## config.mk

```make
export PLATFORM = sky130hd
export DESIGN_NAME = stepper_step_pulse_generator_top_flat
export DESIGN_NICKNAME = d
export VERILOG_FILES = /design/src/hw/rtl/spg_pkg.sv /design/src/hw/rtl/spg_req_if.sv /design/src/hw/rtl/spg_rsp_if.sv /design/src/hw/rtl/stepper_step_pulse_generator_top.sv /design/src/flat_wrapper.sv
export SDC_FILE = /design/constraint.sdc
export NUM_CORES = 1
export LEC_CHECK = 0
export ABC_AREA = 0
export BUFFER_PORTS_ARGS = -buffer_cell sky130_fd_sc_hd__buf_2
export CELL_PAD_IN_SITES_DETAIL_PLACEMENT = 1
export CELL_PAD_IN_SITES_GLOBAL_PLACEMENT = 1
export CORE_ASPECT_RATIO = 0.8
export CORE_MARGIN = 4
export CORE_UTILIZATION = 50
export CTS_CLUSTER_SIZE = 24
export DETAILED_ROUTE_END_ITERATION = 10
export PLACE_DENSITY_LB_ADDON = 0.1
export SYNTH_ARGS = -nofsm -noshare
export SYNTH_HDL_FRONTEND = slang
export SYNTH_SLANG_ARGS = --single-unit
```

## constraint.sdc

```tcl
create_clock -name clock -period 7.7 [get_ports clock]
set_input_delay 0.77 -clock clock [delete_from_list [all_inputs] [get_ports clock]]
set_output_delay 0.77 -clock clock [all_outputs]
set_load 0.05 [all_outputs]
```

## src/hw/rtl/spg_pkg.sv

```systemverilog
package spg_pkg;

   // Reset values of the configuration registers
   localparam logic [31:0] RATE_NUM_RESET  = 32'd18750;
   localparam logic [15:0] MIN_SPEED_RESET = 16'd19;

   // Timer delay limits
   localparam logic [15:0] DELAY_MAX   = 16'hffff;
   localparam logic [31:0] QUO_SAT_MIN = 32'd65537;

   // Restoring divider: one quotient bit per cycle
   localparam int unsigned DIV_STEPS   = 32;
   localparam int unsigned DIV_CNT_W   = $clog2(DIV_STEPS);

   // Input command codes
   typedef enum logic {
      CMD_SPEED = 1'b0,
      CMD_TICK  = 1'b1
   } cmd_type;

   // Configuration register indexes
   typedef enum logic {
      CSR_RATE_NUM  = 1'b0,
      CSR_MIN_SPEED = 1'b1
   } csr_index_type;

   // Sequencer states
   typedef enum logic [1:0] {
      ST_IDLE,
      ST_DIVIDE,
      ST_DONE
   } state_type;

   // Sequencer controls
   typedef struct packed {
      logic req_ready;
      logic div_start;
      logic div_step;
      logic finish;
   } ctrl_type;

endpackage

```

## src/hw/rtl/spg_req_if.sv

```systemverilog
interface spg_req_if;
   logic        valid;
   logic        ready;
   logic        cmd;
   logic [15:0] speed;

   modport source (output valid, output cmd, output speed, input ready);
   modport sink   (input valid, input cmd, input speed, output ready);
endinterface

```

## src/hw/rtl/spg_rsp_if.sv

```systemverilog
interface spg_rsp_if;
   logic        valid;
   logic        ready;
   logic        step_level;
   logic        dir_level;
   logic [31:0] position;
   logic        running;

   modport source (output valid, output step_level, output dir_level, output position,
                   output running, input ready);
   modport sink   (input valid, input step_level, input dir_level, input position,
                   input running, output ready);
endinterface

```

## src/hw/rtl/stepper_step_pulse_generator_top.sv

```systemverilog
// A tick word, and a speed word inside the dead zone or of zero magnitude,
// give their result word in the cycle after acceptance.
// Other speed words run 32 steps of the restoring divider (one quotient bit per cycle),
// then ST_DONE loads the delay once the result slot is free; no input is taken meanwhile.
// Throughput: one tick word per cycle while the result side keeps up.
// Reset (synchronous, active high) restores the state and both config registers.
module stepper_step_pulse_generator_top
   import spg_pkg::*;
(
   input  logic        clock,
   input  logic        reset,
   spg_req_if.sink     req_ch,
   spg_rsp_if.source   rsp_ch,
   input  logic        csr_wr_en,
   input  logic        csr_index,
   input  logic [31:0] csr_wdata
);

   // Configuration registers
   logic [31:0] rate_num_ff,  rate_num_in;
   logic [15:0] min_speed_ff, min_speed_in;

   // Stepper state
   logic        step_out_ff,  step_out_in;
   logic        dir_out_ff,   dir_out_in;
   logic        forward_ff,   forward_in;
   logic [15:0] pending_ff,   pending_in;
   logic [15:0] reload_ff,    reload_in;
   logic [15:0] tick_cnt_ff,  tick_cnt_in;
   logic        timer_on_ff,  timer_on_in;
   logic        half_ff,      half_in;
   logic [31:0] position_ff,  position_in;
   logic        rsp_valid_ff, rsp_valid_in;

   // Sequencer and divider
   state_type              state_ff, state_in;
   ctrl_type               ctrl;
   logic [DIV_CNT_W-1:0]   div_cnt_ff, div_cnt_in;
   logic [15:0]            rem_ff, rem_in;
   logic [31:0]            quo_ff, quo_in;
   logic [15:0]            div_mag_ff, div_mag_in;

   logic        slot_free;
   logic        accept;
   logic        csr_idx_ok;
   logic [15:0] speed_mag;
   logic [17:0] trial;
   logic [15:0] div_delay;
   logic        div_last;

   assign slot_free = !rsp_valid_ff || rsp_ch.ready;
   assign accept    = req_ch.valid && ctrl.req_ready;
   assign div_last  = (div_cnt_ff == DIV_CNT_W'(DIV_STEPS - 1));
   assign csr_idx_ok = (csr_index == CSR_MIN_SPEED) || (csr_index == CSR_RATE_NUM);

   // Speed magnitude; the most negative value maps to 32768
   assign speed_mag = req_ch.speed[15] ? 16'(~req_ch.speed + 16'd1) : req_ch.speed;

   // Restoring division trial subtract
   assign trial = {1'b0, rem_ff, quo_ff[31]} - {2'b00, div_mag_ff};

   // Quotient to delay: clamp at zero, saturate above the 16-bit range
   always_comb begin
      priority if (quo_ff == 32'd0) begin
         div_delay = 16'd0;
      end else if (quo_ff >= QUO_SAT_MIN) begin
         div_delay = DELAY_MAX;
      end else begin
         div_delay = 16'(quo_ff - 32'd1);
      end
   end

   // Next state
   always_comb begin
      state_in = state_ff;
      unique case (state_ff)
         ST_IDLE: begin
            if (ctrl.div_start) begin
               state_in = ST_DIVIDE;
            end
         end
         ST_DIVIDE: begin
            if (div_last) begin
               state_in = ST_DONE;
            end
         end
         ST_DONE: begin
            if (slot_free) begin
               state_in = ST_IDLE;
            end
         end
         default: state_in = ST_IDLE;
      endcase
   end

   // Sequencer outputs
   always_comb begin
      ctrl = '0;
      unique case (state_ff)
         ST_IDLE: begin
            ctrl.req_ready = slot_free;
            ctrl.div_start = req_ch.valid && slot_free && (req_ch.cmd == CMD_SPEED)
                             && (speed_mag >= min_speed_ff) && (speed_mag != 16'd0);
         end
         ST_DIVIDE: begin
            ctrl.div_step = 1'b1;
         end
         ST_DONE: begin
            ctrl.finish = slot_free;
         end
         default: ctrl = '0;
      endcase
   end

   // Datapath and state updates
   always_comb begin
      rate_num_in  = rate_num_ff;
      min_speed_in = min_speed_ff;
      step_out_in  = step_out_ff;
      dir_out_in   = dir_out_ff;
      forward_in   = forward_ff;
      pending_in   = pending_ff;
      reload_in    = reload_ff;
      tick_cnt_in  = tick_cnt_ff;
      timer_on_in  = timer_on_ff;
      half_in      = half_ff;
      position_in  = position_ff;
      div_cnt_in   = div_cnt_ff;
      rem_in       = rem_ff;
      quo_in       = quo_ff;
      div_mag_in   = div_mag_ff;
      rsp_valid_in = rsp_valid_ff && !rsp_ch.ready;

      // Register writes
      if (csr_wr_en && csr_idx_ok) begin
         unique case (csr_index)
            CSR_RATE_NUM:  rate_num_in  = csr_wdata;
            CSR_MIN_SPEED: min_speed_in = csr_wdata[15:0];
            default:       rate_num_in  = rate_num_ff;
         endcase
      end

      // Accepted word
      if (accept) begin
         if (req_ch.cmd == CMD_TICK) begin
            rsp_valid_in = 1'b1;
            if (timer_on_ff) begin
               if (tick_cnt_ff >= reload_ff) begin
                  tick_cnt_in = 16'd0;
                  reload_in   = pending_ff;
                  step_out_in = !step_out_ff;
                  half_in     = !half_ff;
                  if (half_ff) begin
                     position_in = forward_ff ? position_ff + 32'd1 : position_ff - 32'd1;
                  end
               end else begin
                  tick_cnt_in = tick_cnt_ff + 16'd1;
               end
            end
         end else begin
            forward_in = !req_ch.speed[15];
            dir_out_in = !req_ch.speed[15];
            if (speed_mag < min_speed_ff) begin
               timer_on_in  = 1'b0;
               rsp_valid_in = 1'b1;
            end else if (speed_mag == 16'd0) begin
               pending_in   = DELAY_MAX;
               timer_on_in  = 1'b1;
               rsp_valid_in = 1'b1;
            end else begin
               div_cnt_in = '0;
               rem_in     = 16'd0;
               quo_in     = rate_num_ff;
               div_mag_in = speed_mag;
            end
         end
      end

      // One divider step
      if (ctrl.div_step) begin
         div_cnt_in = div_cnt_ff + DIV_CNT_W'(1);
         if (!trial[17]) begin
            rem_in = trial[15:0];
            quo_in = {quo_ff[30:0], 1'b1};
         end else begin
            rem_in = {rem_ff[14:0], quo_ff[31]};
            quo_in = {quo_ff[30:0], 1'b0};
         end
      end

      // Division done: load the delay and start the timer
      if (ctrl.finish) begin
         pending_in   = div_delay;
         timer_on_in  = 1'b1;
         rsp_valid_in = 1'b1;
      end
   end

   // Control registers
   always_ff @(posedge clock) begin
      if (reset) begin
         state_ff     <= ST_IDLE;
         rsp_valid_ff <= 1'b0;
         rate_num_ff  <= RATE_NUM_RESET;
         min_speed_ff <= MIN_SPEED_RESET;
         step_out_ff  <= 1'b0;
         dir_out_ff   <= 1'b0;
         forward_ff   <= 1'b1;
         pending_ff   <= DELAY_MAX;
         reload_ff    <= DELAY_MAX;
         tick_cnt_ff  <= 16'd0;
         timer_on_ff  <= 1'b0;
         half_ff      <= 1'b0;
         position_ff  <= 32'd0;
         div_cnt_ff   <= '0;
      end else begin
         state_ff     <= state_in;
         rsp_valid_ff <= rsp_valid_in;
         rate_num_ff  <= rate_num_in;
         min_speed_ff <= min_speed_in;
         step_out_ff  <= step_out_in;
         dir_out_ff   <= dir_out_in;
         forward_ff   <= forward_in;
         pending_ff   <= pending_in;
         reload_ff    <= reload_in;
         tick_cnt_ff  <= tick_cnt_in;
         timer_on_ff  <= timer_on_in;
         half_ff      <= half_in;
         position_ff  <= position_in;
         div_cnt_ff   <= div_cnt_in;
      end
   end

   // Divider payload
   always_ff @(posedge clock) begin
      rem_ff     <= rem_in;
      quo_ff     <= quo_in;
      div_mag_ff <= div_mag_in;
   end

   // Ports; the state registers double as the result word
   assign req_ch.ready      = ctrl.req_ready;
   assign rsp_ch.valid      = rsp_valid_ff;
   assign rsp_ch.step_level = step_out_ff;
   assign rsp_ch.dir_level  = dir_out_ff;
   assign rsp_ch.position   = position_ff;
   assign rsp_ch.running    = timer_on_ff;

`ifndef SYNTHESIS
   // A tick word always yields its result on the next cycle
   assert property (@(posedge clock) disable iff (reset)
      accept && (req_ch.cmd == CMD_TICK) |=> rsp_valid_ff)
      else $error("tick word gave no result");

   // No input is taken while the divider works
   assert property (@(posedge clock) disable iff (reset)
      (state_ff == ST_DIVIDE) || (state_ff == ST_DONE) |-> !ctrl.req_ready)
      else $error("input taken during division");

   // A waiting result word keeps its position
   assert property (@(posedge clock) disable iff (reset)
      rsp_valid_ff && !rsp_ch.ready |=> $stable(position_ff) && $stable(step_out_ff))
      else $error("result changed while waiting");

   // A stopped timer never toggles the step output
   assert property (@(posedge clock) disable iff (reset)
      !timer_on_ff && (state_ff == ST_IDLE) |=> $stable(step_out_ff))
      else $error("step toggled while stopped");
`endif

endmodule
```

## src/flat_wrapper.sv

```systemverilog
// flat-port wrapper written by rule: the top's interface ports become plain ports
module stepper_step_pulse_generator_top_flat import spg_pkg::*;
  (clock, reset, csr_wr_en, csr_index, csr_wdata, req_ch_valid, req_ch_cmd, req_ch_speed, req_ch_ready, rsp_ch_valid, rsp_ch_step_level, rsp_ch_dir_level, rsp_ch_position, rsp_ch_running, rsp_ch_ready);
  spg_req_if req_ch_i ();
  spg_rsp_if rsp_ch_i ();
  input  logic clock;
  input  logic reset;
  input  logic csr_wr_en;
  input  logic csr_index;
  input  logic [31:0] csr_wdata;
  input wire logic [$bits(req_ch_i.valid)-1:0] req_ch_valid;
  input wire logic [$bits(req_ch_i.cmd)-1:0] req_ch_cmd;
  input wire logic [$bits(req_ch_i.speed)-1:0] req_ch_speed;
  output wire logic [$bits(req_ch_i.ready)-1:0] req_ch_ready;
  output wire logic [$bits(rsp_ch_i.valid)-1:0] rsp_ch_valid;
  output wire logic [$bits(rsp_ch_i.step_level)-1:0] rsp_ch_step_level;
  output wire logic [$bits(rsp_ch_i.dir_level)-1:0] rsp_ch_dir_level;
  output wire logic [$bits(rsp_ch_i.position)-1:0] rsp_ch_position;
  output wire logic [$bits(rsp_ch_i.running)-1:0] rsp_ch_running;
  input wire logic [$bits(rsp_ch_i.ready)-1:0] rsp_ch_ready;
  assign req_ch_i.valid = req_ch_valid;
  assign req_ch_i.cmd = req_ch_cmd;
  assign req_ch_i.speed = req_ch_speed;
  assign req_ch_ready = req_ch_i.ready;
  assign rsp_ch_valid = rsp_ch_i.valid;
  assign rsp_ch_step_level = rsp_ch_i.step_level;
  assign rsp_ch_dir_level = rsp_ch_i.dir_level;
  assign rsp_ch_position = rsp_ch_i.position;
  assign rsp_ch_running = rsp_ch_i.running;
  assign rsp_ch_i.ready = rsp_ch_ready;
  stepper_step_pulse_generator_top u_core (.clock(clock), .reset(reset), .req_ch(req_ch_i), .rsp_ch(rsp_ch_i), .csr_wr_en(csr_wr_en), .csr_index(csr_index), .csr_wdata(csr_wdata));
endmodule
```

==> impl_metrics.toml, run 1 <==
[clock_tree]
cts_tree = "done"
clkTransAtPathRegs_ns = 0.06
cts_buffers = 22
clock_tree.htree_level_count = 1
cts-root-buf = "clkbuf_16"
clock_sinks = 205
cts_buffer_depth = 3
cts_setup_buffers = 0
cts_resized = 0
clk_latency_ns = 0.51
cts_hold_buffers = 0

[setup_path]
path_cells = "buf_2, nor3_4, nand2_2, or4_4, o21ai_0, xor2_1, inv_1, ha_1, nand4_1, nor2_1, and3_1, a21oi_1, nor3_2, buf_4, or2_2"
r2r_start = "u_core.forward_ff$_SDFFE_PP1P_"
critPathLaunchType = "input pin"
path_delay_family = "simple AND/OR/NAND/NOR gates"
cp.depth = 15
startpoint = "req_ch_speed[4]"
cp-end-kind = "flip-flop"
required_ns = 7.81
r2r_cells = 11
crit_path_end = "u_core.quo_ff[28]$_DFFE_PP_"
crit_arrival_ns = 5.02
max_stage_delay_ns = 0.97
r2r-end = "u_core.rsp_ch.position[30]$_SDFFE_PP0P_"
worst_path_max_delay_cell = "or2_2"
crit_fanout = 48
regToRegSetupSlack_ns = 4.10
critical_path_class = "in2reg"
critPathBufInv = 3

[global_route]
grt_pass1_wl_mm = 52.8
antenna_found_initial = 0
grt_usage_pct = 25.1
grt_max_degree = 55
gr-total-overflow = 0
grt_pass1_vias = 10122

[pwr]
p_leak_nw = 5.58
power_density_mw_per_mm2 = 209
irDropWorstVdd_v = 0.000177

[die]
start_util_pct = 51.2
die_w_um = 178
io_pins = 92
dieHeight_um = 144
coreArea_mm2 = 0.0227
die_area_mm2 = 0.0257
rows = 49

[synth]
ys.flop_type = "dfxtp_1"
syn-cell-area_mm2 = 0.0116
yosysSeqAreaShare_pct = 40.9
synth_area_leaders = "dfxtp_1 (24%), edfxtp_1 (17%), ha_1 (9.2%)"
async_reset_ff_share_pct = 0
synth_cell_type_count = 72
yosys.area.top_type_share_pct = 24.3
synth_edf_count = 64
syn-mean-instance-area_um2 = 8.66
ys_seq_elements = 205
synthCells = 1340
synth_nets = 1482
yosysWarnings = 0
yosys.area.top_type = "dfxtp_1"

[routing]
drt_iter0_drc = 650
num_vias = 9894
drtAntennaViolNets = 0
dr.pass1.iters = 6
vias_per_cell = 5.71
drc_errors = 0
routed_wl_mm = 32.3
wire_per_inst_um = 18.7

[timing]
max_slew_margin_pct = 17.2
drv_slew = 0
clock_skew_ns = 0.0101
clock.fmax_mhz = 204
setup_tns_ns = 0
finalCritPeriodShare_pct = 63.7
period_needed_ns = 4.90
finalHoldViolCount = 0
worst_pin_slew_ns = 1.24
finalSetupViolations = 0
rsz0062_at_grt = "no"

[layout]
antenna_cells = 0
seqCellArea_mm2 = 0.00474
drive_above_1_share_pct = 11.1
multiInputGateArea_mm2 = 0.00640
utilization_pct = 57.8
area_growth_pct = 12.9
fillers = 2738
layout_commonest_cell = "nand2_1"
final_nets = 1553
final_cell_mix = "nand2_1 (263), dfxtp_1 (141), a21oi_1 (116), buf_2 (91), nor2_1 (89)"

[run_status]
status = "completed"

[run]
max-cap-violations = 0

[place]
portBuffers = 91
dpl.hpwl_mm = 23.4
gp_congestion = 0.900

[hold_path]
hold_path_class = "reg2reg"
==> flip-flops by register name, indices dropped and copies added, names as in the netlist <==
name                      flops
u_core.rem_ff                16
u_core.min_speed_ff          16
u_core.forward_ff             1
u_core.rate_num_ff           32
u_core.rsp_ch.step_level      1
u_core.reload_ff             16
u_core.rsp_ch.valid           1
u_core.quo_ff                32
u_core.rsp_ch.running         1
u_core.div_cnt_ff             5
u_core.div_mag_ff            16
u_core.tick_cnt_ff           16
u_core.half_ff                1
u_core.state_ff               2
u_core.rsp_ch.position       32
u_core.rsp_ch.dir_level       1
u_core.pending_ff            16
==> power breakdown <==
part	switching, mW	internal [mW]	leakage (nW)
clock network	0.439	0.719	0.390
registers	0.0360	1.18	1.74
logic	0.234	0.128	3.45
==> area by class of cell <==
| cell class | instances | share of cell area (%) |
|---|---|---|
| clock buffer | 31 | 4.93 |
| clock inverter | 9 | 1.10 |
| tap | 306 | 2.92 |
| inverter | 69 | 1.98 |
| timing repair buffer | 101 | 4.05 |
| multi-input combinational | 1012 | 48.8 |
| sequential | 205 | 36.2 |
==> through the flow <==
step / instances / total power [mW] / instance area [um^2] / worst slack, ns / hold slack (ns)
after floorplan: 1340 / 1.47 / 11600 / 2.62 / 0.436
after global placement: 1693 / 1.58 / 12300 / 2.41 / 0.444
after detailed placement: 1693 / 1.59 / 12300 / 2.23 / 0.447
after CTS: 1733 / 2.76 / 13100 / 2.78 / 0.456
after global routing: 1733 / 2.85 / 13100 / 2.42 / 0.469
final: 1733 / 2.73 / 13100 / 2.80 / 0.457
==> worst min-delay path, stage by stage, from the launching register on <==
cell,delay [ns]
dfxtp_1,0.31
nand2_1,0.05
a21oi_1,0.05
==> per-layer routing <==
metal | GRT usage (%) | share of wire [%] | vias to the layer above
met3 | 3.48 | 3.3 | 39
met2 | 40.1 | 45 | 144
met5 | 0 | 0 | -
met1 | 36.7 | 50 | 4817
met4 | 4.88 | 1.7 | 0
li1 | - | - | 4894
==> cells by family after synthesis <==
kind of cell,count (synthesis),share of synthesized area [%]
buf+inv,123,4.10
fa+ha+maj,87,9.51
compound gates,304,17.1
xor+xnor,72,5.50
flops,205,40.9
mux,22,1.90
simple gates,527,21.0
==> synthesized netlist by cell type (25+ instances only) <==
| library cell | instances |
|---|---|
| nand2_1 | 263 |
| xnor2_1 | 41 |
| a21oi_1 | 116 |
| dfxtp_1 | 141 |
| ha_1 | 85 |
| o21ai_0 | 40 |
| xor2_1 | 30 |
| nand3_1 | 35 |
| inv_1 | 69 |
| edfxtp_1 | 64 |
| o211ai_1 | 25 |
| nor2_1 | 91 |
| clkbuf_1 | 44 |
==> worst min-delay path by stage <==
stage / startpoint / end / cells past startpoint
after floorplan: u_core.pending_ff[14]$_SDFFE_PP1P_ / u_core.pending_ff[14]$_SDFFE_PP1P_ / 1
after detailed placement: u_core.rate_num_ff[25]$_SDFFE_PP0P_ / u_core.rate_num_ff[25]$_SDFFE_PP0P_ / 2
after CTS: u_core.rate_num_ff[25]$_SDFFE_PP0P_ / u_core.rate_num_ff[25]$_SDFFE_PP0P_ / 2
after global routing: u_core.rate_num_ff[25]$_SDFFE_PP0P_ / u_core.rate_num_ff[25]$_SDFFE_PP0P_ / 2
after global placement: u_core.min_speed_ff[8]$_SDFFE_PP0P_ / u_core.min_speed_ff[8]$_SDFFE_PP0P_ / 2
final: u_core.rate_num_ff[25]$_SDFFE_PP0P_ / u_core.rate_num_ff[25]$_SDFFE_PP0P_ / 2
Note: power is estimated with default switching activity, not from simulation.
==> run 2, diff against run 1 <==
ABC_AREA = 1   (was 0)
CORE_UTILIZATION = 45   (was 50)
clock period = 5.02 ns   (was 7.7 ns; I/O delays follow)
==> impl_metrics.toml, run 2 <==
[place]
dp_slack_ns = 0.981
gp_congestion = 0.918
dpl.hpwl_mm = 27.8
portBuffers = 91

[routing]
drc_errors = 0
wire_per_inst_um = 17.3
drtAntennaViolNets = 0
num_vias = 11474
dr.pass1.iters = 5
vias_per_cell = 5.37
routed_wl_mm = 37.0
drt_iter0_drc = 604

[clock_tree]
clock_tree.htree_level_count = 1
cts_buffers = 23
cts_setup_buffers = 0
cts_resized = 0
clock_sinks = 205
clkTransAtPathRegs_ns = 0.05
clk_latency_ns = 0.52
cts_buffer_depth = 3
cts-root-buf = "clkbuf_16"
cts_hold_buffers = 0
cts_tree = "done"

[timing]
finalSetupViolations = 0
setup_ws_ns = 1.45
clock.fmax_mhz = 280
clock_skew_ns = 0.0151
max_slew_margin_pct = 33.7
rsz0062_at_grt = "no"
setup_tns_ns = 0
finalCritPeriodShare_pct = 71.1
finalHoldViolCount = 0
drv_slew = 0
worst_pin_slew_ns = 0.993
period_needed_ns = 3.57

[synth]
ys.flop_type = "dfxtp_1"
yosysSeqAreaShare_pct = 38.4
synth_cell_type_count = 49
syn-mean-instance-area_um2 = 7.33
synth_edf_count = 64
async_reset_ff_share_pct = 0
yosysMostFrequentCell = "nand2_1"
synthCells = 1683
synth_nets = 1825
yosys.area.top_type_share_pct = 22.9
syn-cell-area_mm2 = 0.0123
ys_seq_elements = 205
yosysWarnings = 0
synth_area_leaders = "dfxtp_1 (23%), edfxtp_1 (16%), nand2_1 (11%)"
ys_top_cells_by_count = "nand2_1 (357), nor2_1 (227), inv_1 (177)"
yosys.area.top_type = "dfxtp_1"

[hold_path]
hp-start = "req_ch_speed[0]"
min_path_cells = 1
min_to = "u_core.div_mag_ff[0]$_DFFE_PP_"
hold_path_class = "in2reg"

[pwr]
irDropWorstVdd_v = 0.000221
power_density_mw_per_mm2 = 294
p_leak_nw = 6.52

[run_status]
status = "completed"

[layout]
drive_above_1_share_pct = 11.0
final_nets = 1903
layout_commonest_cell = "nand2_1"
antenna_cells = 0
area_growth_pct = 11.8
final_cell_mix = "nand2_1 (357), nor2_1 (226), inv_1 (176), o21ai_0 (155), dfxtp_1 (141)"
fillers = 3489

[die]
dieHeight_um = 156
start_util_pct = 46.3
coreArea_mm2 = 0.0267
rows = 53
die_area_mm2 = 0.0302
die_w_um = 193
io_pins = 92

[global_route]
antenna_found_initial = 0
grt_pass1_vias = 12024
grt_pass1_wl_mm = 61.4
grt_max_degree = 70
gr-total-overflow = 0
grt_usage_pct = 24.8

[setup_path]
r2r-end = "u_core.rsp_ch.position[22]$_SDFFE_PP0P_"
critPathLaunchType = "input pin"
crit_fanout = 49
r2r_start = "u_core.reload_ff[15]$_SDFFE_PP1P_"
required_ns = 5.16
r2r_cells = 14
cp-end-kind = "flip-flop"
critical_path_class = "in2reg"
crit_arrival_ns = 3.71
regToRegSetupSlack_ns = 1.79

[run]
max-cap-violations = 0
## run 2: changes by cell type in the layout (fill, tap and decap cells not counted), sizes merged, moves of 16 or more
cell	delta
inv	+118
mux2i	-22
nand2	+110
nand3	+61
nor2	+153
nor2b	-17
o21ai	+122
o22a	-16
xnor2	-26
## run 2: cell type report
type / instances / area [um^2] / area share [%]
well taps: 357 / 447 / 3.24
inverters: 188 / 711 / 5.15
clock inverters: 7 / 60.1 / 0.435
repair buffers: 101 / 531 / 3.84
multi-input cells: 1242 / 6680 / 48.4
clock buffers: 35 / 631 / 4.57
flip-flops and latches: 205 / 4740 / 34.4
## run 2: logic make-up (layout without fill, tap and decap cells)
kind of cell / Yosys count / count (layout) / share of synthesized area (%)
simple gates: 771 / 771 / 26.9
compound gates: 341 / 341 / 15.2
buf+inv: 236 / 331 / 7.45
flops: 205 / 205 / 38.4
fa+ha+maj: 87 / 87 / 8.94
xor+xnor: 43 / 43 / 3.05
## run 2: through the flow
stage	total power, mW	hold WS [ns]	std cells	instance area [um^2]	utilization [%]
2_1_floorplan	2.29	0.429	1683	12300	-
3_3_place_gp	2.44	0.444	2093	13100	49.2
3_5_place_dp	2.47	0.449	2093	13100	49.2
4_1_cts	4.10	0.173	2135	13800	51.8
5_1_grt	4.26	0.183	2135	13800	51.8
6_report	4.06	0.193	2135	13800	51.8
## run 2: worst max-delay path by stage
| stage | startpoint | endpoint | slack, ns |
|---|---|---|---|
| final | req_ch_speed[0] | u_core.rem_ff[2]$_SDFFCE_PN0P_ | 1.45 |
| after global routing | req_ch_speed[0] | u_core.rem_ff[2]$_SDFFCE_PN0P_ | 1.04 |
| after CTS | req_ch_speed[0] | u_core.rem_ff[14]$_SDFFCE_PN0P_ | 1.49 |
| after detailed placement | req_ch_speed[0] | u_core.quo_ff[22]$_DFFE_PP_ | 0.98 |
| after global placement | req_ch_speed[0] | u_core.quo_ff[21]$_DFFE_PP_ | 1.18 |
| after floorplan | req_ch_speed[0] | u_core.quo_ff[0]$_DFFE_PP_ | 1.58 |
## run 2: report_power, final
part / switching (mW) / internal (mW)
sequential: 0.0407 / 1.81
clock: 0.693 / 0.916
combinational: 0.407 / 0.192
## run 2: critical path, stage by stage
cell and delay [ns]:
buf_2 0.11, inv_1 0.19, ha_1 0.24, inv_1 0.08
nor2_1 0.12, nand3_2 0.11, clkinv_2 0.08, nand2_1 0.07
nand2_1 0.06, nand2_1 0.06, nand2_2 0.08, inv_1 0.08
ha_1 0.28, nand2_1 0.05, inv_1 0.06, nand3_1 0.10
nor2_1 0.15, nand2_1 0.08, nand2_1 0.13, inv_1 0.10
nor2_4 0.12, nand2_1 0.18, nand2_2 0.10, buf_4 0.53
## run 2: metal layers
layer	wire, um	track usage (%)	vias up
met4	834	5.49	0
met3	1400	3.15	53
met2	16600	40.2	186
met1	18100	35.5	5505
met5	0	0	-
li1	-	-	5730
==> run 3, diff against run 2 <==
clock period = 3.6 ns   (was 5.02 ns; I/O delays follow)
==> impl_metrics.toml, run 3 (synthesis gave the netlist of run 2 again) <==
[layout]
post_layout_nonfiller_instances = 2142
final_cell_area_mm2 = 0.0140
final_cell_mix = "nand2_1 (357), nor2_1 (226), inv_1 (176), o21ai_0 (155), dfxtp_1 (141)"
utilization_pct = 52.4
layout_commonest_cell = "nand2_1"
fillers = 3466
drive_above_1_share_pct = 11.9
antenna_cells = 0
area_growth_pct = 13.2
final_nets = 1910

[routing]
routed_wl_mm = 36.9
drt_iter0_drc = 490
vias_per_cell = 5.38
dr.pass1.iters = 4
wire_per_inst_um = 17.2
num_vias = 11515
drc_errors = 0
drtAntennaViolNets = 0

[clock_tree]
cts_hold_buffers = 0
cts_setup_buffers = 0
cts-root-buf = "clkbuf_16"
cts_buffer_depth = 3
cts_buffers = 23
clk_latency_ns = 0.52
cts_resized = 0
clock_tree.htree_level_count = 1
clock_sinks = 205
clkTransAtPathRegs_ns = 0.06
cts_tree = "done"

[global_route]
antenna_found_initial = 0
gr-total-overflow = 0
grt_use_met3_pct = 3.02
use_met1_pct = 35.2
gr-max-usage-layer = "met2"
grt_use_met2_pct = 40.4
grt_pass1_vias = 11909
grt_pass1_wl_mm = 60.7
grt_max_degree = 50
grt_usage_pct = 24.4

[die]
die_w_um = 193
rows = 53
start_util_pct = 46.3
dieHeight_um = 156
io_pins = 92
coreArea_mm2 = 0.0267
die_area_mm2 = 0.0302

[setup_path]
crit_fanout = 49
max_stage_delay_ns = 0.27
path_delay_family = "simple AND/OR/NAND/NOR gates"
crit_path_frequent_cell = "nand2_1"
worst_path_max_delay_cell = "ha_1"
cp-end-kind = "flip-flop"
required_ns = 3.79
critical_path_class = "in2reg"
path_cells = "buf_2, inv_1, ha_1, inv_1, nor2_1, nand3_2, clkinv_2, nand2_1, nand2_1, nand2_1, nand2_2, inv_1, ha_1, nand2_1, inv_1, nand3_1, nor2_1, nand2_1, nand2_1, inv_1, nor2_4, nand2_1, nand2_2, buf_12"
crit_arrival_ns = 3.23
critPathLaunchType = "input pin"
critPathBufInv = 8

[pwr]
p_leak_nw = 6.62
power_density_mw_per_mm2 = 421
irDropWorstVdd_v = 0.000286

[timing]
drv_slew = 0
clock.fmax_mhz = 329
finalSetupViolations = 0
holdWs_ns = 0.0611
finalCritPeriodShare_pct = 84.5
rsz0062_at_grt = "no"
max_slew_margin_pct = 32.6
period_needed_ns = 3.04
worst_pin_slew_ns = 1.01
setup_tns_ns = 0
finalHoldViolCount = 0
clock_skew_ns = 0.0210

[hold_path]
hold_path_class = "in2reg"

[place]
gp_congestion = 0.920
dpl.cell_count = 2100
dpl.hpwl_mm = 28.2
place_area_mm2 = 0.0132
portBuffers = 91

[run_status]
status = "completed"

[run]
max-cap-violations = 0
[run 3: cell types whose count changed in the layout (fill, tap and decap cells not counted), sizes merged]
cell / before / now
buf: 101 / 108
bufinv: 1 / 3
clkbuf: 35 / 30
clkinv: 7 / 9
inv: 187 / 188
[run 3: area by class of cell]
| class | count | area [um^2] | share of cell area [%] |
|---|---|---|---|
| inverters | 188 | 711 | 5.09 |
| clock inverters | 12 | 148 | 1.06 |
| flip-flops and latches | 205 | 4740 | 34.0 |
| repair buffers | 108 | 596 | 4.26 |
| multi-input cells | 1242 | 6680 | 47.8 |
| well taps | 357 | 447 | 3.20 |
| clock buffers | 30 | 643 | 4.60 |
[run 3: metal layers]
layer / share of wire, % / routed length [um]
met1: 49 / 18200
met2: 45 / 16800
met3: 3.9 / 1450
met4: 1.4 / 503
met5: 0 / 0
[run 3: worst paths after layout]
check | endpoint | cells past startpoint | slack, ns | startpoint
setup / recovery | u_core.quo_ff[21]$_DFFE_PP_ | 24 | 0.56 | req_ch_speed[1]
hold reg to reg | u_core.min_speed_ff[5]$_SDFFE_PP0P_ | 2 | 0.46 | u_core.min_speed_ff[5]$_SDFFE_PP0P_
setup reg to reg | u_core.rsp_ch.position[30]$_SDFFE_PP0P_ | 12 | 0.57 | u_core.forward_ff$_SDFFE_PP1P_
hold / removal | u_core.rate_num_ff[25]$_SDFFE_PP0P_ | 3 | 0.06 | csr_wdata[25]
[run 3: power breakdown]
| group | internal, mW | switching, mW |
|---|---|---|
| sequential | 2.52 | 0.0578 |
| combinational | 0.274 | 0.573 |
| clock | 1.48 | 0.977 |
| total | 4.27 | 1.61 |
[run 3: worst min-delay path, cell delays in order]
cell    delay (ns)
buf_2         0.07
nor2_1        0.03
nor2_1        0.08
[run 3: stage by stage]
stage | power, mW | setup slack [ns]
after global placement | 3.43 | 0.261
after global routing | 6.17 | 0.211
after CTS | 5.95 | 0.581
after floorplan | 3.19 | 0.301
final | 5.88 | 0.559
after detailed placement | 3.46 | 0.0722
